### src/rtl/rbrld_pkg.sv
package rbrld_pkg;

  // Grid and coordinate geometry
  localparam int unsigned GRID_DIM   = 1024;
  localparam int unsigned CellW      = $clog2(GRID_DIM);
  localparam int unsigned CoordW     = 16;
  localparam int unsigned ColorW     = 5;
  localparam int unsigned CharW      = 8;
  localparam int unsigned ModeW      = 2;

  // Repeat letters span 'A'..'Z'
  localparam int unsigned MAX_REPEAT = 26;
  localparam int unsigned CountW     = 5;

  localparam int unsigned QUEUE_DEPTH = 2;

  // Character codes
  localparam logic [CharW-1:0] CharZero = 8'h30;
  localparam logic [CharW-1:0] CharNine = 8'h39;
  localparam logic [CharW-1:0] CharA    = 8'h41;
  localparam logic [CharW-1:0] CharM    = 8'h4D;
  localparam logic [CharW-1:0] CharP    = 8'h50;
  localparam logic [CharW-1:0] CharZ    = 8'h5A;

  // Colour table modes
  localparam logic [ModeW-1:0] ModePrcp = 2'd1;
  localparam logic [ModeW-1:0] ModeClar = 2'd2;

  localparam logic [ColorW-1:0] ColorGeneric = 5'd1;

  localparam logic [ColorW-1:0] PrcpColors [10] = '{
    5'd0, 5'd23, 5'd22, 5'd21, 5'd20, 5'd17, 5'd15, 5'd0, 5'd0, 5'd0
  };
  localparam logic [ColorW-1:0] ClarColors [10] = '{
    5'd0, 5'd24, 5'd25, 5'd26, 5'd27, 5'd28, 5'd29, 5'd0, 5'd0, 5'd0
  };

  // Cursor reset: one grid cell west and south of zero
  localparam logic [CoordW-1:0] CursorReset = 16'hFFFC;

  typedef enum logic [1:0] {
    OP_START,
    OP_DIGIT,
    OP_REPEAT
  } op_e;

  typedef struct packed {
    logic              kind;
    logic [CharW-1:0]  code_char;
    logic [CellW-1:0]  base_col;
    logic [CellW-1:0]  base_row;
    logic [CharW-1:0]  row_letter;
    logic [CharW-1:0]  col_letter;
    logic [CharW-1:0]  sub_letter;
    logic [ModeW-1:0]  mode;
  } in_item_t;

  typedef struct packed {
    logic signed [CoordW-1:0] box_col;
    logic signed [CoordW-1:0] box_row;
    logic [ColorW-1:0]        box_color;
    logic                     last;
  } out_item_t;

  // Classified command handed from the front to the back
  typedef struct packed {
    op_e               op;
    logic [CoordW-1:0] origin_col;
    logic [CoordW-1:0] origin_row;
    logic [ColorW-1:0] color;
    logic [CountW-1:0] count;
  } cmd_t;

  function automatic logic [ColorW-1:0] color_of(input logic [ModeW-1:0] mode,
                                                 input logic [3:0] digit);
    logic [ColorW-1:0] color;
    color = ColorGeneric;
    if (mode == ModePrcp) begin
      color = PrcpColors[digit];
    end else if (mode == ModeClar) begin
      color = ClarColors[digit];
    end
    return color;
  endfunction

endpackage

### src/rtl/radar_box_run_length_decoder.sv
// Radar run-string box decoder. Feed one coded-message run string as a
// sequence of input transactions: a start transaction (kind 0) carries the
// base grid cell, the three box letters and the colour table mode; each
// following code-character transaction (kind 1) is a digit, which places one
// quarter-cell box, or a letter A..Z, which repeats the last digit colour 1 to
// MaxRepeat times while stepping one quarter east. Every emitted box is one
// output transaction with its west and north edges in quarter-grid units
// (16-bit two's complement, wrapping), its colour, and last set on the final
// box caused by one input transaction; colour-zero boxes advance the cursor
// but are not emitted, and other characters are dropped. Timing: the front
// accepts one input transaction per cycle while its command queue (Depth
// entries) has room, and drops ignored characters in that same cycle. The
// back executes queued commands in order: a start or a digit is handled as
// it is popped, and a repeat letter first loads its count and then places
// one box per repeat (up to MaxRepeat), popping no new command until the
// run is done. The back places one box per cycle while its single output
// register is free to take it; output back-pressure stalls only the back,
// and the front keeps accepting until the queue fills.
module radar_box_run_length_decoder #(
  parameter int unsigned MaxRepeat  = rbrld_pkg::MAX_REPEAT,
  parameter int unsigned QueueDepth = rbrld_pkg::QUEUE_DEPTH
) (
  input  logic                 clk_i,
  input  logic                 rst_ni,
  input  logic                 in_valid_i,
  output logic                 in_ready_o,
  input  rbrld_pkg::in_item_t  in_i,
  output logic                 out_valid_o,
  input  logic                 out_ready_i,
  output rbrld_pkg::out_item_t out_o
);

  // Front to queue
  logic            q_push;
  logic            q_full;
  rbrld_pkg::cmd_t q_cmd_in;

  // Queue to back
  logic            q_valid;
  logic            q_pop;
  rbrld_pkg::cmd_t q_cmd_out;

  // Classify each transaction and precompute origin, colour and repeat count
  rbrld_front #(
    .MaxRepeat (MaxRepeat)
  ) u_front (
    .clk_i      (clk_i),
    .rst_ni     (rst_ni),
    .in_valid_i (in_valid_i),
    .in_ready_o (in_ready_o),
    .in_i       (in_i),
    .q_full_i   (q_full),
    .q_push_o   (q_push),
    .q_cmd_o    (q_cmd_in)
  );

  // Decouple acceptance from box generation
  rbrld_queue #(
    .Depth (QueueDepth)
  ) u_queue (
    .clk_i   (clk_i),
    .rst_ni  (rst_ni),
    .push_i  (q_push),
    .cmd_i   (q_cmd_in),
    .full_o  (q_full),
    .pop_i   (q_pop),
    .valid_o (q_valid),
    .cmd_o   (q_cmd_out)
  );

  // Hold origin and cursor, walk repeat runs, drive the output register
  rbrld_back u_back (
    .clk_i       (clk_i),
    .rst_ni      (rst_ni),
    .cmd_valid_i (q_valid),
    .cmd_i       (q_cmd_out),
    .cmd_pop_o   (q_pop),
    .out_valid_o (out_valid_o),
    .out_ready_i (out_ready_i),
    .out_o       (out_o)
  );

endmodule

### src/rtl/rbrld_front.sv
module rbrld_front #(
  parameter int unsigned MaxRepeat = rbrld_pkg::MAX_REPEAT
) (
  input  logic                clk_i,
  input  logic                rst_ni,
  input  logic                in_valid_i,
  output logic                in_ready_o,
  input  rbrld_pkg::in_item_t in_i,
  input  logic                q_full_i,
  output logic                q_push_o,
  output rbrld_pkg::cmd_t     q_cmd_o
);

  logic [rbrld_pkg::ModeW-1:0]  table_mode_q, table_mode_d;
  logic                         accept;
  logic                         is_digit;
  logic                         is_letter;
  logic                         sub_ok;
  logic [rbrld_pkg::CharW-1:0]  sub_idx;
  logic [rbrld_pkg::CharW-1:0]  digit_full;
  logic [rbrld_pkg::CharW-1:0]  rep_full;
  logic [rbrld_pkg::CoordW-1:0] col_cell;
  logic [rbrld_pkg::CoordW-1:0] row_cell;
  logic [rbrld_pkg::CoordW-1:0] sub_col;
  logic [rbrld_pkg::CoordW-1:0] sub_row;

  assign in_ready_o = !q_full_i;
  assign accept     = in_valid_i && in_ready_o;

  assign is_digit  = (in_i.code_char >= rbrld_pkg::CharZero) &&
                     (in_i.code_char <= rbrld_pkg::CharNine);
  assign is_letter = (in_i.code_char >= rbrld_pkg::CharA) &&
                     (in_i.code_char <= rbrld_pkg::CharZ);

  assign digit_full = in_i.code_char - rbrld_pkg::CharZero;
  assign rep_full   = in_i.code_char - rbrld_pkg::CharA + 8'd1;

  // Sub-box letter: upper two bits step east, lower two step south
  assign sub_ok  = (in_i.sub_letter >= rbrld_pkg::CharA) &&
                   (in_i.sub_letter <= rbrld_pkg::CharP);
  assign sub_idx = in_i.sub_letter - rbrld_pkg::CharA;
  assign sub_col = sub_ok ? {14'd0, sub_idx[3:2]} : '0;
  assign sub_row = sub_ok ? {14'd0, sub_idx[1:0]} : '0;

  assign col_cell = rbrld_pkg::CoordW'(in_i.base_col) + {8'd0, in_i.col_letter}
                    - {8'd0, rbrld_pkg::CharM};
  assign row_cell = rbrld_pkg::CoordW'(in_i.base_row) + 16'd1
                    - ({8'd0, in_i.row_letter} - {8'd0, rbrld_pkg::CharM});

  always_comb begin
    q_cmd_o            = '0;
    q_cmd_o.origin_col = {col_cell[13:0], 2'b00} + sub_col;
    q_cmd_o.origin_row = {row_cell[13:0], 2'b00} - sub_row;
    q_cmd_o.color      = rbrld_pkg::color_of(table_mode_q, digit_full[3:0]);
    if (rep_full > 8'(MaxRepeat)) begin
      q_cmd_o.count = rbrld_pkg::CountW'(MaxRepeat);
    end else begin
      q_cmd_o.count = rep_full[rbrld_pkg::CountW-1:0];
    end
    if (!in_i.kind) begin
      q_cmd_o.op = rbrld_pkg::OP_START;
    end else if (is_digit) begin
      q_cmd_o.op = rbrld_pkg::OP_DIGIT;
    end else begin
      q_cmd_o.op = rbrld_pkg::OP_REPEAT;
    end
  end

  // Drop characters that are neither digits nor repeat letters
  assign q_push_o = accept && (!in_i.kind || is_digit || is_letter);

  assign table_mode_d = (accept && !in_i.kind) ? in_i.mode : table_mode_q;

  always_ff @(posedge clk_i or negedge rst_ni) begin
    if (!rst_ni) begin
      table_mode_q <= '0;
    end else begin
      table_mode_q <= table_mode_d;
    end
  end

endmodule

### src/rtl/rbrld_queue.sv
module rbrld_queue #(
  parameter int unsigned Depth = rbrld_pkg::QUEUE_DEPTH
) (
  input  logic            clk_i,
  input  logic            rst_ni,
  input  logic            push_i,
  input  rbrld_pkg::cmd_t cmd_i,
  output logic            full_o,
  input  logic            pop_i,
  output logic            valid_o,
  output rbrld_pkg::cmd_t cmd_o
);

  localparam int unsigned PtrW = (Depth > 1) ? $clog2(Depth) : 1;
  localparam int unsigned CntW = $clog2(Depth + 1);

  rbrld_pkg::cmd_t mem_q [Depth];
  logic [PtrW-1:0] wr_ptr_q, wr_ptr_d;
  logic [PtrW-1:0] rd_ptr_q, rd_ptr_d;
  logic [CntW-1:0] count_q, count_d;

  assign full_o  = (count_q == CntW'(Depth));
  assign valid_o = (count_q != '0);
  assign cmd_o   = mem_q[rd_ptr_q];

  always_comb begin
    wr_ptr_d = wr_ptr_q;
    rd_ptr_d = rd_ptr_q;
    count_d  = count_q;
    if (push_i) begin
      wr_ptr_d = (wr_ptr_q == PtrW'(Depth - 1)) ? '0 : wr_ptr_q + 1'b1;
    end
    if (pop_i) begin
      rd_ptr_d = (rd_ptr_q == PtrW'(Depth - 1)) ? '0 : rd_ptr_q + 1'b1;
    end
    if (push_i && !pop_i) begin
      count_d = count_q + 1'b1;
    end else if (pop_i && !push_i) begin
      count_d = count_q - 1'b1;
    end
  end

  always_ff @(posedge clk_i or negedge rst_ni) begin
    if (!rst_ni) begin
      wr_ptr_q <= '0;
      rd_ptr_q <= '0;
      count_q  <= '0;
    end else begin
      wr_ptr_q <= wr_ptr_d;
      rd_ptr_q <= rd_ptr_d;
      count_q  <= count_d;
    end
  end

  always_ff @(posedge clk_i) begin
    if (push_i) begin
      mem_q[wr_ptr_q] <= cmd_i;
    end
  end

  a_no_overflow: assert property (@(posedge clk_i) disable iff (!rst_ni)
    push_i |-> !full_o)
    else $error("queue pushed while full");

  a_no_underflow: assert property (@(posedge clk_i) disable iff (!rst_ni)
    pop_i |-> valid_o)
    else $error("queue popped while empty");

endmodule

### src/rtl/rbrld_back.sv
module rbrld_back (
  input  logic                 clk_i,
  input  logic                 rst_ni,
  input  logic                 cmd_valid_i,
  input  rbrld_pkg::cmd_t      cmd_i,
  output logic                 cmd_pop_o,
  output logic                 out_valid_o,
  input  logic                 out_ready_i,
  output rbrld_pkg::out_item_t out_o
);

  logic [rbrld_pkg::CoordW-1:0] origin_col_q, origin_col_d;
  logic [rbrld_pkg::CoordW-1:0] origin_row_q, origin_row_d;
  logic [rbrld_pkg::CoordW-1:0] cursor_col_q, cursor_col_d;
  logic [rbrld_pkg::CoordW-1:0] cursor_row_q, cursor_row_d;
  logic [rbrld_pkg::ColorW-1:0] run_color_q, run_color_d;
  logic                         seen_digit_q, seen_digit_d;
  logic [rbrld_pkg::CountW-1:0] rep_left_q, rep_left_d;
  logic                         out_valid_q, out_valid_d;
  rbrld_pkg::out_item_t         out_q, box;
  logic                         out_free;
  logic                         emit;

  assign out_free    = !out_valid_q || out_ready_i;
  assign cmd_pop_o   = cmd_valid_i && (rep_left_q == '0) && out_free;
  assign out_valid_o = out_valid_q;
  assign out_o       = out_q;

  always_comb begin
    origin_col_d = origin_col_q;
    origin_row_d = origin_row_q;
    cursor_col_d = cursor_col_q;
    cursor_row_d = cursor_row_q;
    run_color_d  = run_color_q;
    seen_digit_d = seen_digit_q;
    rep_left_d   = rep_left_q;
    emit         = 1'b0;
    box          = '0;

    if (rep_left_q != '0) begin
      if (out_free) begin
        cursor_col_d  = cursor_col_q + 1'b1;
        rep_left_d    = rep_left_q - 1'b1;
        emit          = (run_color_q != '0);
        box.box_col   = cursor_col_d;
        box.box_row   = cursor_row_q;
        box.box_color = run_color_q;
        box.last      = (rep_left_q == rbrld_pkg::CountW'(1));
      end
    end else if (cmd_pop_o) begin
      unique case (cmd_i.op)
        rbrld_pkg::OP_START: begin
          origin_col_d = cmd_i.origin_col;
          origin_row_d = cmd_i.origin_row;
          run_color_d  = '0;
          seen_digit_d = 1'b0;
        end
        rbrld_pkg::OP_DIGIT: begin
          if (!seen_digit_q) begin
            cursor_col_d = origin_col_q;
            cursor_row_d = origin_row_q;
          end else begin
            cursor_col_d = cursor_col_q + 1'b1;
          end
          run_color_d   = cmd_i.color;
          seen_digit_d  = 1'b1;
          emit          = (cmd_i.color != '0);
          box.box_col   = cursor_col_d;
          box.box_row   = cursor_row_d;
          box.box_color = cmd_i.color;
          box.last      = 1'b1;
        end
        rbrld_pkg::OP_REPEAT: begin
          rep_left_d = cmd_i.count;
        end
        default: begin
        end
      endcase
    end

    out_valid_d = emit || (out_valid_q && !out_ready_i);
  end

  always_ff @(posedge clk_i or negedge rst_ni) begin
    if (!rst_ni) begin
      origin_col_q <= '0;
      origin_row_q <= '0;
      cursor_col_q <= rbrld_pkg::CursorReset;
      cursor_row_q <= rbrld_pkg::CursorReset;
      run_color_q  <= '0;
      seen_digit_q <= 1'b0;
      rep_left_q   <= '0;
      out_valid_q  <= 1'b0;
    end else begin
      origin_col_q <= origin_col_d;
      origin_row_q <= origin_row_d;
      cursor_col_q <= cursor_col_d;
      cursor_row_q <= cursor_row_d;
      run_color_q  <= run_color_d;
      seen_digit_q <= seen_digit_d;
      rep_left_q   <= rep_left_d;
      out_valid_q  <= out_valid_d;
    end
  end

  always_ff @(posedge clk_i) begin
    if (emit) begin
      out_q <= box;
    end
  end

  a_color_nonzero: assert property (@(posedge clk_i) disable iff (!rst_ni)
    out_valid_q |-> (out_q.box_color != '0))
    else $error("box with colour zero presented");

  a_no_pop_in_run: assert property (@(posedge clk_i) disable iff (!rst_ni)
    (rep_left_q != '0) |-> !cmd_pop_o)
    else $error("command popped during a repeat run");

  a_run_ends_last: assert property (@(posedge clk_i) disable iff (!rst_ni)
    (rep_left_q == rbrld_pkg::CountW'(1) && out_free && run_color_q != '0)
    |=> (out_valid_q && out_q.last))
    else $error("final box of a repeat run not marked last");

endmodule
### config.mk
export PLATFORM = sky130hd
export DESIGN_NAME = radar_box_run_length_decoder
export DESIGN_NICKNAME = d
export VERILOG_FILES = /design/src/rtl/rbrld_pkg.sv /design/src/rtl/radar_box_run_length_decoder.sv /design/src/rtl/rbrld_front.sv /design/src/rtl/rbrld_queue.sv /design/src/rtl/rbrld_back.sv
export SDC_FILE = /design/constraint.sdc
export NUM_CORES = 1
export LEC_CHECK = 0
export ABC_AREA = 0
export BUFFER_PORTS_ARGS = -buffer_cell sky130_fd_sc_hd__buf_2
export CORE_MARGIN = 4
export CORE_UTILIZATION = 30
export CTS_CLUSTER_SIZE = 28
export DETAILED_ROUTE_END_ITERATION = 8
export GPL_TIMING_DRIVEN = 0
export MAX_ROUTING_LAYER = met4
export SLEW_MARGIN = 20
export SYNTH_ARGS = -nofsm -noshare
export SYNTH_HDL_FRONTEND = slang
export SYNTH_SLANG_ARGS = --single-unit
### constraint.sdc
create_clock -name clk_i -period 3.1 [get_ports clk_i]
set_input_delay 0.465 -clock clk_i [delete_from_list [all_inputs] [get_ports clk_i]]
set_output_delay 0.465 -clock clk_i [all_outputs]
set_load 0.02 [all_outputs]
Word level (Yosys, flattened, before mapping)
Memories as Yosys holds them, arrays and structs flattened.
Index checks and enable logic that the tools add are counted.
{"block": "word_totals", "mem_bits_ro": 160, "memories": 3, "mem_bits_rw": 88, "elab_cells": 127, "regBits": 120, "output_inout_bits": 40, "latch_bits": 0}
{"name": "u_queue.mem_q", "depth": 2, "width": 44, "read_ports": 1, "rd_ports_with_merged_regs": 0, "write_ports": 1, "line_no": "rbrld_queue.sv:17", "rtl": "rbrld_pkg::cmd_t mem_q [Depth];"}
{"name": "(no name shown)", "depth": 16, "width": 5, "read_ports": 1, "rd_ports_with_merged_regs": 0, "write_ports": 0, "line_no": "rbrld_pkg.sv:79", "rtl": "color = PrcpColors[digit];"}
{"name": "(no name shown)", "depth": 16, "width": 5, "read_ports": 1, "rd_ports_with_merged_regs": 0, "write_ports": 0, "line_no": "rbrld_pkg.sv:81", "rtl": "color = ClarColors[digit];"}
{"block": "op_classes", "n_bitwise": 2, "reduce_logical": 37, "n_div": 0, "multipliers": 0, "n_addsub": 17, "muxes": 37, "n_lt_le_gt_ge": 8, "n_eq_ne": 7, "n_shift": 0}
{"cell": "$mux 38", "n": 4}
{"cell": "$mux 16", "n": 6}
{"cell": "$mux 5", "n": 11}
{"cell": "$add 16x1->16 const B", "n": 1}
{"cell": "$add 16x16->16", "n": 1}
{"cell": "$ge 8x7->1 const B", "n": 2}
{"cell": "$le 8x7->1 const B", "n": 2}
{"cell": "$sub 16x16->16", "n": 1}
{"cell": "$reduce_and 3->1", "n": 5}
{"cell": "$reduce_bool 5->1", "n": 3}
{"cell": "$sub 14x14->14", "n": 1}
{"cell": "$sub 14x7->14 const B", "n": 1}
{"cell": "$mux 2", "n": 6}
{"cell": "$reduce_bool 2->1", "n": 6}
{"cell": "$add 10x1->11 const B", "n": 1}
{"cell": "$add 10x8->11", "n": 1}
{"cell": "$logic_and 1x1->1", "n": 11}
{"cell": "$pmux 5 s2", "n": 1}
{"cell": "$sub 8x7->9 const B", "n": 1}
{"cell": "$add 8x1->8 const B", "n": 1}
{"cell": "$ge 8x6->1 const B", "n": 1}
{"cell": "$gt 8x5->1 const B", "n": 1}
{"cell": "$le 8x6->1 const B", "n": 1}
{"cell": "$mux 1", "n": 8}
{"cell": "other kinds (18)", "n": 31}

Longest topological paths before layout
Gate-level depths: netlist of run 1.
{"block": "logic_depth", "ltp_word": 9, "ltp_mapped": 14, "mapped_depth_nobuf": 14}

Hierarchy
Synthesis of run 1 repeated with hierarchy kept, for this count alone.
{"block": "unflattened", "cells_unflattened": 847, "area_unflattened_um2": 10845.4}
{"module": "rbrld_back", "cells_per_inst": 399, "instances": 1, "area_each_um2": 5103.6, "seq_area_each_um2": 3078.0}
{"module": "rbrld_queue", "cells_per_inst": 153, "instances": 1, "area_each_um2": 3564.7, "seq_area_each_um2": 2742.6}
{"module": "rbrld_front", "cells_per_inst": 295, "instances": 1, "area_each_um2": 2177.1, "seq_area_each_um2": 50.0}

Worst setup path after synthesis of run 1
No wires, ideal clock.
{"block": "synth_path", "kind": "in2reg", "startpoint": "input in_i[46] (netlist name)", "endpoint": "memory u_queue.mem_q[0][0] (netlist name) (enable)", "n_path_buf": 0, "required_time_ps": 2649, "path_stages": 8, "arrival_time_ps": 3486, "path_slack_ps": -837, "setup_time_ps": 451, "cell_sequence": "inv_1 -> ha_1 -> inv_1 -> a21oi_1 -> o21ai_0 -> a21o_1 -> a21oi_1 -> nor2b_1"}
{"block": "synth_between", "elab_chain_len": 7, "elab_cells_between_ends": 11, "cone_classes": "order compare (4); mux (2); reduce/logical (5)"}
{"element": "start, declared", "line_no": "radar_box_run_length_decoder.sv:27", "rtl": "input rbrld_pkg::in_item_t in_i,"}
{"element": "$ge 8x6->1 or $le 8x6->1 (tied branches)", "line_no": "rbrld_front.sv:30, rbrld_front.sv:31"}
{"element": "$logic_and 1x1->1", "line_no": "rbrld_front.sv:30", "rtl": "assign is_digit = (in_i.code_char >= rbrld_pkg::CharZero) &&"}
{"element": "$logic_or 1x1->1", "line_no": "rbrld_front.sv:70", "rtl": "assign q_push_o = accept && (!in_i.kind || is_digit || is_letter);"}
{"element": "$logic_or 1x1->1 *", "line_no": "rbrld_front.sv:70"}
{"element": "$logic_and 1x1->1 *", "line_no": "rbrld_front.sv:70"}
{"element": "named net q_push", "line_no": "radar_box_run_length_decoder.sv:34", "rtl": "logic q_push;"}
{"element": "$mux 1 *", "line_no": "rbrld_queue.sv:56", "rtl": "if (push_i) begin"}
{"element": "$mux 1 (implied by the code) *", "line_no": "rbrld_queue.sv:57", "rtl": "mem_q[wr_ptr_q] <= cmd_i;"}
{"element": "end, declared", "line_no": "rbrld_queue.sv:17"}
Mark *: on every way through the listed nets, which the timed path passes. The rest lies on a longest branch.

==> results of run 1 <==
timing repair:
item | in CTS | in global routing
gates resized for setup | 3 | 16
pin swaps | 1 | 3
setup endpoints to repair | 8 | 10
buffers inserted | 1 | 3
hold endpoints to repair | 16 | 0
hold buffers | 1 | 0
power groups by stage:
| stage | combinational [mW] | clock (mW) | sequential, mW |
|---|---|---|---|
| after detailed placement | 3.72 | 0 | 4.69 |
| after floorplan | 2.24 | 0 | 4.90 |
| final | 3.72 | 2.62 | 4.63 |
| after global placement | 3.55 | 0 | 4.69 |
| after CTS | 3.74 | 2.70 | 4.64 |
| after global routing | 4.13 | 2.80 | 4.73 |
final cells by class:
type | instances | area, µm² | share of cell area
tap | 461 | 577 | 0.0451
timing repair buffer | 107 | 628 | 0.0491
buffer | 40 | 211 | 0.0165
multi-input combinational | 661 | 4690 | 0.366
clock inverter | 7 | 126 | 0.00987
sequential | 208 | 5870 | 0.459
clock buffer | 29 | 596 | 0.0465
inverter | 27 | 101 | 0.00792
cell families (layout without fill, tap and decap cells):
family | Yosys count | count (layout) | synth area share
mux | 66 | 66 | 0.0638
simple gates | 274 | 274 | 0.126
compound gates | 223 | 223 | 0.140
buf+inv | 67 | 210 | 0.0289
xor+xnor | 59 | 59 | 0.0481
fa+ha+maj | 39 | 39 | 0.0468
flops | 208 | 208 | 0.546
through the flow:
stage	setup TNS [ns]	hold slack (ns)	utilization	area, µm²	power [mW]
after global routing	0	0.202	0.361	12800	11.7
final	0	0.210	0.361	12800	11.0
after detailed placement	-9.61	0.430	0.336	11900	8.41
after CTS	0	0.193	0.358	12700	11.1
after floorplan	0	0.169	-	10800	7.14
after global placement	-74.79	0.468	0.333	11800	8.24
cell usage after synthesis, types with 5 or more instances:
cell type / n
nand3_1: 20
nor3b_1: 5
nor2b_1: 10
a21oi_1: 38
dfrtp_1: 54
o221ai_1: 5
mux2_2: 20
inv_1: 27
nand2b_1: 15
xor2_1: 21
a211oi_1: 11
nand4_1: 6
clkbuf_1: 24
o22ai_1: 10
a22o_1: 20
dfstp_2: 28
and3_1: 10
o21ai_0: 65
nor2_1: 50
edfxtp_1: 126
nand2_1: 98
nor4_1: 5
xnor2_1: 38
a21o_1: 21
mux2i_1: 46
a211o_1: 6
and2_1: 11
ha_1: 37
nor3_1: 22
per-layer routing:
layer / vias up / track usage / share of wire
met5: - / - / 0
li1: 3710 / - / -
met4: 0 / 0.0288 / 0.017
met1: 3487 / 0.168 / 0.48
met3: 28 / 0.0123 / 0.047
met2: 148 / 0.187 / 0.45
worst register-to-register path, cell delays in order, from the launching register on:
cell and delay (ns):
dfrtp_1 0.42, inv_1 0.07, ha_1 0.26, nand2_1 0.28, and2_1 0.23, clkbuf_1 0.20, nor2_1 0.49, clkbuf_1 0.49
o21ai_0 0.19, o211ai_1 0.12
placed cells by master, fill, tap and decap left out, drive strengths merged, types with 10 or more instances in the layout:
cell,instances
a211oi,12
a21o,21
a21oi,39
a22o,20
and2,11
and3,10
buf,120
clkbuf,55
dfrtp,54
dfstp,28
edfxtp,126
ha,37
inv,27
mux2,20
mux2i,46
nand2,98
nand2b,15
nand3,20
nor2,52
nor2b,10
nor3,24
o21ai,69
o22ai,10
xnor2,38
xor2,21
sequential cells by signal (all words and copies together) (netlist names), 5 cells and up:
signal,flops
u_back.cursor_row_q,16
u_back.run_color_q,5
u_back.rep_left_q,5
u_back.origin_row_q,16
u_back.out_o,38
u_back.origin_col_q,16
u_back.cursor_col_q,16
u_queue.mem_q,88
worst min path at each step:
| stage | startpoint | to | slack, ns |
|---|---|---|---|
| 3_3_place_gp | u_back.origin_col_q[13] | u_back.origin_col_q[13] | 0.47 |
| 2_1_floorplan | rst_ni | u_back.cursor_col_q[0] | 0.17 |
| 5_1_grt | in_i[1] | u_front.table_mode_q[1] | 0.20 |
| 3_5_place_dp | rst_ni | u_front.table_mode_q[0] | 0.43 |
| 4_1_cts | in_i[1] | u_front.table_mode_q[1] | 0.19 |
| 6_report | in_i[1] | u_front.table_mode_q[1] | 0.21 |
==> flow_metrics.env, run 1 <==
export IMPL_status="complete, no violations"
export IMPL_drive_gt1_frac=0.214
export IMPL_grt_remaining_overflow=0
export IMPL_numCtsBuffers=20
export IMPL_finalClockSkew_ns=0.00962
export IMPL_critPathTopFamily="compound AO/OA/AOI/OAI gates"
export IMPL_cp_max_fo=10
export IMPL_cts_tree="built"
export IMPL_slew_headroom=0.421
export IMPL_drv_slew=0
export IMPL_critical_path_startpoint="in_i[18]"
export IMPL_r2r_start="u_back.rep_left_q[0]"
export IMPL_h_tree_depth=1
export IMPL_initial_core_util=0.303
export IMPL_die_area_um2=38900
export IMPL_clock_latency_ns=0.49
export IMPL_hold_violations=0
export IMPL_p_sw_mw=3.82
export IMPL_max_stage_delay_ns=0.34
export IMPL_gp_congestion=0.877
export IMPL_crit_path_end="u_queue.mem_q[1][25]"
export IMPL_fp_dieW_um=197
export IMPL_power_internal_mw=7.14
export IMPL_post_drt_wl_per_cell_um=15.1
export IMPL_rsz0062_at_grt="no"
export IMPL_grt_pass1_wl_um=37500
export IMPL_critical_path_depth=15
export IMPL_syn_nets=1034
export IMPL_rrSetupSlack_ns=0.28
export IMPL_grt_pass1_vias=7186
export IMPL_seqPwrFrac=0.422
export IMPL_synth_top_cell_area_share=0.352
export IMPL_cp_end_kind="flop"
export IMPL_comb_power_share=0.339
export IMPL_synth_main_ff_cell="edfxtp_1"
export IMPL_async_reset_ff_frac=0.394
export IMPL_via_count=7373
export IMPL_port_buffers=98
export IMPL_critPathRequiredTime_ns=3.32
export IMPL_grt_max_degree=56
export IMPL_dieHeight_um=197
export IMPL_route_detailed_drc=0
export IMPL_fillerInstances=3482
export IMPL_timing_rr_end="u_back.cursor_col_q[4]"
export IMPL_track_usage=0.119
export IMPL_p_clk_frac=0.239
export IMPL_critPathBufInv=5
export IMPL_syn_to_final_growth_pct=19.1
export IMPL_tightest_slew_ns=0.869
export IMPL_yosys_register_bits=208
export IMPL_power_density_nw_per_um2=857
export IMPL_dp_slack_ns=-0.796
export IMPL_path_clk_slew_ns=0.06
export IMPL_vdd_ir_drop_worst_mv=0.380
export IMPL_synth_cell_types=77
export IMPL_cts_root_buf="clkbuf_16"
export IMPL_routed_wl_um=23300
export IMPL_antenna_left=0
export IMPL_critPathArrivalTime_ns=3.15
export IMPL_fin_ws_ns=0.170
export IMPL_hpwl_um=17500
export IMPL_avgSynthCellArea_um2=11.5
export IMPL_vias_per_cell=4.79
export IMPL_stdcell_count=1540
export IMPL_ys_warn_count=0
export IMPL_drtPass1Iterations=5
export IMPL_yosys_area_top_type="edfxtp_1"
export IMPL_core_region_area_um2=35500
export IMPL_clock_sinks=208
export IMPL_fp_row_count=69
export IMPL_crit_chain="buf_2 > inv_1 > ha_1 > nor2_2 > xor2_1 > ha_1 > clkbuf_4 > inv_1 > a211o_1 > a211o_1 > a221oi_4 > nor3_2 > buf_4 > nand4_1 > o311ai_4"
export IMPL_fin_crit_ns=2.93
export IMPL_syn_area_um2=10700
export IMPL_worstHoldPathCells=2
export IMPL_ios=99
export IMPL_cts_buffer_depth=3
export IMPL_start_kind="input pin"
export IMPL_layout_nets=1163
export IMPL_power_leakage_nw=5.17
export IMPL_dp_cells=1499
export IMPL_switching_share=0.349
export IMPL_antenna_found_initial=0
export IMPL_synthCells=936
export IMPL_synth_seq_area_share=0.546
export IMPL_hold_path_class="input pin to flop"
export IMPL_max_freq_mhz=341
export IMPL_cpMaxStageDelayCell="a211o_1"
export IMPL_n_antenna_cell=0
export IMPL_finalSetupViolations=0
export IMPL_synth_edf_count=126
export IMPL_synth_area_leaders="edfxtp_1, dfrtp_1, dfstp_2"
export IMPL_cap_violations=0
export IMPL_min_period_over_period=0.945
export IMPL_path_class="input pin to flop"
export IMPL_drt_iter0_markers=383
export IMPL_rr_worst_depth=9
Note: power is estimated with default switching activity, not from simulation.
==> run 2: changes to the inputs <==
CTS_BUF_LIST = sky130_fd_sc_hd__clkbuf_4 sky130_fd_sc_hd__clkbuf_8 sky130_fd_sc_hd__clkbuf_16   (was not set)
==> run 2 against run 1 <==
Compared with the run above: flip-flop and latch count stayed put; hold slack gained 0.0012 ns; combinational power about the same; register-to-register slack about the same; power is 0.35% higher; via count fell by 0.34%; critical path type unchanged.
==> flow_metrics.env, run 2 (synthesized netlist as in run 1, its figures left out) <==
export IMPL_status="complete, no violations"
export IMPL_p_clk_frac=0.241
export IMPL_mostFrequentLayoutCell="edfxtp_1"
export IMPL_slew_headroom=0.422
export IMPL_tightest_slew_ns=0.867
export IMPL_crit_chain="buf_2 > inv_1 > ha_1 > nor2_2 > xor2_1 > ha_1 > clkbuf_4 > inv_1 > a211o_1 > a211o_1 > a221oi_4 > nor3_2 > buf_4 > nand4_1 > o311ai_4"
export IMPL_drv_slew=0
export IMPL_seqPwrFrac=0.421
export IMPL_largest_reg_flops=88
export IMPL_core_region_area_um2=35500
export IMPL_drive_gt1_frac=0.218
export IMPL_cp_end_kind="flop"
export IMPL_layout_nets=1163
export IMPL_port_buffers=98
export IMPL_route_detailed_drc=0
export IMPL_top_register="u_queue.mem_q"
export IMPL_max_stage_delay_ns=0.34
export IMPL_power_internal_mw=7.18
export IMPL_path_clk_slew_ns=0.07
export IMPL_rsz0062_at_grt="no"
export IMPL_p_sw_mw=3.83
export IMPL_finalPower_mw=11.0
export IMPL_finalClockSkew_ns=0.0110
export IMPL_critPathArrivalTime_ns=3.15
export IMPL_layout_common_cells="edfxtp_1, buf_2, nand2_1"
export IMPL_holdWs_ns=0.211
export IMPL_numCtsBuffers=20
export IMPL_drt_iter0_markers=421
export IMPL_start_kind="input pin"
export IMPL_min_period_over_period=0.945
export IMPL_clock_latency_ns=0.49
export IMPL_cp_max_fo=10
export IMPL_finalSetupViolations=0
export IMPL_grt_pass1_wl_um=37500
export IMPL_h_tree_depth=1
export IMPL_fillerInstances=3485
export IMPL_drtPass1Iterations=7
export IMPL_syn_to_final_growth_pct=19.3
export IMPL_grt_remaining_overflow=0
export IMPL_hold_path_class="input pin to flop"
export IMPL_cts_root_buf="clkbuf_16"
export IMPL_dieHeight_um=197
export IMPL_clock_sinks=208
export IMPL_critPathRequiredTime_ns=3.32
export IMPL_path_class="input pin to flop"
export IMPL_critPathTopFamily="compound AO/OA/AOI/OAI gates"
export IMPL_critPathBufInv=5
export IMPL_track_usage=0.119
export IMPL_power_leakage_nw=5.18
export IMPL_vias_per_cell=4.77
export IMPL_die_area_um2=38900
export IMPL_cap_violations=0
export IMPL_hold_violations=0
export IMPL_fin_crit_ns=2.93
export IMPL_max_freq_mhz=342
export IMPL_switching_share=0.348
export IMPL_cpMaxStageDelayCell="a211o_1"
export IMPL_ios=99
export IMPL_cts_buffer_depth=3
export IMPL_fin_ws_ns=0.172
export IMPL_comb_power_share=0.338
export IMPL_antenna_left=0
export IMPL_power_density_nw_per_um2=859
export IMPL_antenna_found_initial=0
export IMPL_hpwl_um=17500
export IMPL_n_antenna_cell=0
export IMPL_gp_congestion=0.877
export IMPL_fp_row_count=69
export IMPL_routed_wl_um=23300
export IMPL_fp_dieW_um=197
export IMPL_grt_max_degree=56
export IMPL_dp_slack_ns=-0.796
export IMPL_grt_pass1_vias=7185
export IMPL_initial_core_util=0.303
export IMPL_via_count=7348
export IMPL_cts_tree="built"
export IMPL_vdd_ir_drop_worst_mv=0.381
export IMPL_post_drt_wl_per_cell_um=15.2
-- run 2: cell counts in the layout (fill, tap and decap cells not counted) --
Identical to the previous run, type by type.
-- run 2: what timing repair did --
| action | CTS | global route |
|---|---|---|
| hold buffers | 1 | 0 |
| hold endpoints to repair | 16 | 0 |
| buffers inserted | 1 | 3 |
| setup endpoints to repair | 8 | 10 |
| pin swaps | 1 | 3 |
| gates resized for setup | 3 | 16 |
-- run 2: stage by stage --
step,instance area (µm²),TNS (ns),cells,util
2_1_floorplan,10800,0,936,-
3_3_place_gp,11800,-74.79,1495,0.333
3_5_place_dp,11900,-9.61,1499,0.336
4_1_cts,12700,0,1537,0.358
5_1_grt,12800,0,1540,0.361
6_report,12800,0,1540,0.361
-- run 2: power groups by stage --
stage	combinational (mW)	clock (mW)	sequential, mW
after global routing	4.13	2.84	4.73
after detailed placement	3.72	0	4.69
after CTS	3.74	2.74	4.64
after global placement	3.55	0	4.69
final	3.72	2.65	4.63
after floorplan	2.24	0	4.90
-- run 2: layer usage --
| metal | vias to the layer above | track usage | wire (µm) |
|---|---|---|---|
| met5 | - | - | 0 |
| met4 | 0 | 0.0288 | 375 |
| met3 | 26 | 0.0123 | 1050 |
| met2 | 136 | 0.187 | 10600 |
| met1 | 3479 | 0.168 | 11300 |
| li1 | 3707 | - | - |
-- run 2: final timing paths --
| kind | depth (start not counted) | endpoint | slack [ns] | startpoint |
|---|---|---|---|---|
| setup / recovery | 15 | u_queue.mem_q[1][25] | 0.17 | in_i[18] |
| hold / removal | 2 | u_front.table_mode_q[1] | 0.21 | in_i[1] |
| setup reg to reg | 9 | u_back.cursor_col_q[4] | 0.28 | u_back.rep_left_q[0] |
| hold reg to reg | 2 | u_back.origin_col_q[13] | 0.48 | u_back.origin_col_q[13] |
| max in group asynchronous | 3 | u_back.cursor_row_q[12] | 1.96 | rst_ni |
| min in group asynchronous | 2 | u_front.table_mode_q[0] | 0.45 | rst_ni |
-- run 2: final cells by class --
type	instances	area, µm²	area share
Buffer	40	211	0.0165
Sequential cell	208	5870	0.458
Inverter	27	101	0.00791
Multi-Input combinational cell	661	4690	0.366
Clock inverter	7	126	0.00986
Timing Repair Buffer	107	628	0.0490
Tap cell	461	577	0.0450
Clock buffer	29	611	0.0476
==> run 3: changes to the inputs <==
PLACE_DENSITY = 0.52   (was not set)
==> run 3 against run 2 <==
Compared with the run above: largest power group unchanged; fmax shrank 0.39%; global-route usage rose by 0.43 points; non-clock buffer count fell by 2; first-iteration DRC count is 8.6% lower; setup slack worse by 0.012 ns; cell count rose by 0.13%; clock skew decreased by 0.0014 ns; die area unchanged; final area is essentially flat; combinational power rose by 1%.
==> flow_metrics.env, run 3 (synthesized netlist as in run 1, its figures left out) <==
export IMPL_status="complete, no violations"
export IMPL_grt_pass1_vias=7253
export IMPL_start_kind="input pin"
export IMPL_numCtsBuffers=22
export IMPL_use_met3=0.0176
export IMPL_tns_ns=0
export IMPL_routed_wl_um=23900
export IMPL_h_tree_depth=1
export IMPL_cp_end_kind="flop"
export IMPL_max_stage_delay_ns=0.34
export IMPL_fin_crit_ns=2.94
export IMPL_dp_slack_ns=-0.719
export IMPL_hold_path_class="input pin to flop"
export IMPL_crit_chain="buf_2 > inv_1 > ha_2 > nor2_4 > xor2_1 > ha_1 > clkbuf_4 > inv_1 > a211o_1 > a211o_1 > a221oi_4 > nor3_2 > buf_4 > nand4_1 > o311ai_4"
export IMPL_min_period_over_period=0.948
export IMPL_drive_gt1_frac=0.221
export IMPL_cts_buffer_depth=3
export IMPL_critPathRequiredTime_ns=3.32
export IMPL_drtPass1Iterations=5
export IMPL_slew_headroom=0.435
export IMPL_initial_core_util=0.303
export IMPL_fin_ws_ns=0.160
export IMPL_largest_reg_flops=88
export IMPL_power_density_nw_per_um2=856
export IMPL_critPathBufInv=5
export IMPL_hpwl_um=17900
export IMPL_grt_pass1_wl_um=38700
export IMPL_mostFrequentLayoutCell="edfxtp_1"
export IMPL_vias_per_cell=4.74
export IMPL_route_detailed_drc=0
export IMPL_drv_slew=0
export IMPL_antenna_found_initial=0
export IMPL_max_freq_mhz=340
export IMPL_syn_to_final_growth_pct=19.3
export IMPL_cp_max_fo=10
export IMPL_cap_violations=0
export IMPL_post_drt_wl_per_cell_um=15.5
export IMPL_grt_remaining_overflow=0
export IMPL_finalPower_mw=11.0
export IMPL_drt_iter0_markers=385
export IMPL_core_region_area_um2=35500
export IMPL_critPathTopFamily="compound AO/OA/AOI/OAI gates"
export IMPL_antenna_left=0
export IMPL_grt_max_degree=51
export IMPL_grt_busiest_layer="met2"
export IMPL_top_register="u_queue.mem_q"
export IMPL_gp_congestion=0.849
export IMPL_finalSetupViolations=0
export IMPL_track_usage=0.124
export IMPL_critPathArrivalTime_ns=3.16
export IMPL_port_buffers=98
export IMPL_cts_tree="built"
export IMPL_finalClockSkew_ns=0.00957
export IMPL_die_area_um2=38900
export IMPL_vdd_ir_drop_worst_mv=0.321
export IMPL_ios=99
export IMPL_hold_violations=0
export IMPL_tightest_slew_ns=0.847
export IMPL_layout_nets=1163
export IMPL_via_count=7302
export IMPL_path_clk_slew_ns=0.06
export IMPL_met1_usage=0.181
export IMPL_fp_dieW_um=197
export IMPL_met2_usage=0.183
export IMPL_clock_sinks=208
export IMPL_cpMaxStageDelayCell="a211o_1"
export IMPL_path_class="input pin to flop"
export IMPL_fp_row_count=69
export IMPL_power_leakage_nw=5.19
export IMPL_cts_root_buf="clkbuf_16"
export IMPL_layout_common_cells="edfxtp_1, buf_2, nand2_1"
export IMPL_n_antenna_cell=0
export IMPL_dieHeight_um=197
export IMPL_clock_latency_ns=0.50
==> run 3: what timing repair did <==
action,4_1_cts,5_1_grt
resized for setup,2,19
hold buffers,1,0
setup endpoints to repair,8,14
pin swaps,1,0
setup buffers,1,0
endpoints found under the hold margin,23,0
==> run 3: worst paths after layout <==
kind	from	endpoint	slack, ns	cells after the start
worst max-delay path	in_i[18]	u_queue.mem_q[1][25]	0.16	15
worst min-delay path	in_i[0]	u_front.table_mode_q[0]	0.20	2
worst max register to register	u_back.rep_left_q[0]	u_back.cursor_col_q[13]	0.27	9
worst min register to register	u_back.origin_col_q[13]	u_back.origin_col_q[13]	0.49	2
max in group asynchronous	rst_ni	u_back.cursor_row_q[14]	1.92	3
min in group asynchronous	rst_ni	u_front.table_mode_q[0]	0.48	2
==> run 3: final cells by class <==
type                       instances  area, µm²
buffer                            40        211
clock buffer                      33        657
clock inverter                     7       62.6
fill                            3485      22700
inverter                          27        101
multi-input combinational        661       4700
sequential                       208       5870
tap                              461        577
timing repair buffer             105        633
==> run 3: per-stage QoR <==
| stage | hold WS, ns | utilization | instances | area [µm²] |
|---|---|---|---|---|
| 3_5_place_dp | 0.463 | 0.337 | 1500 | 12000 |
| 3_3_place_gp | 0.469 | 0.333 | 1495 | 11800 |
| 5_1_grt | 0.185 | 0.361 | 1542 | 12800 |
| 6_report | 0.203 | 0.361 | 1542 | 12800 |
| 2_1_floorplan | 0.169 | - | 936 | 10800 |
| 4_1_cts | 0.181 | 0.358 | 1542 | 12700 |
==> run 3: report_power, final <==
part	leakage [nW]	switching, mW	internal, mW
logic	2.66	2.34	1.42
registers	2.16	0.490	4.14
clock network	0.366	1.03	1.55
total	5.19	3.86	7.11
==> run 3: per-layer routing <==
layer | wire length, µm | vias up
met4 | 392 | 0
met2 | 10200 | 144
met3 | 1120 | 30
met5 | 0 | -
met1 | 12200 | 3412
li1 | - | 3716
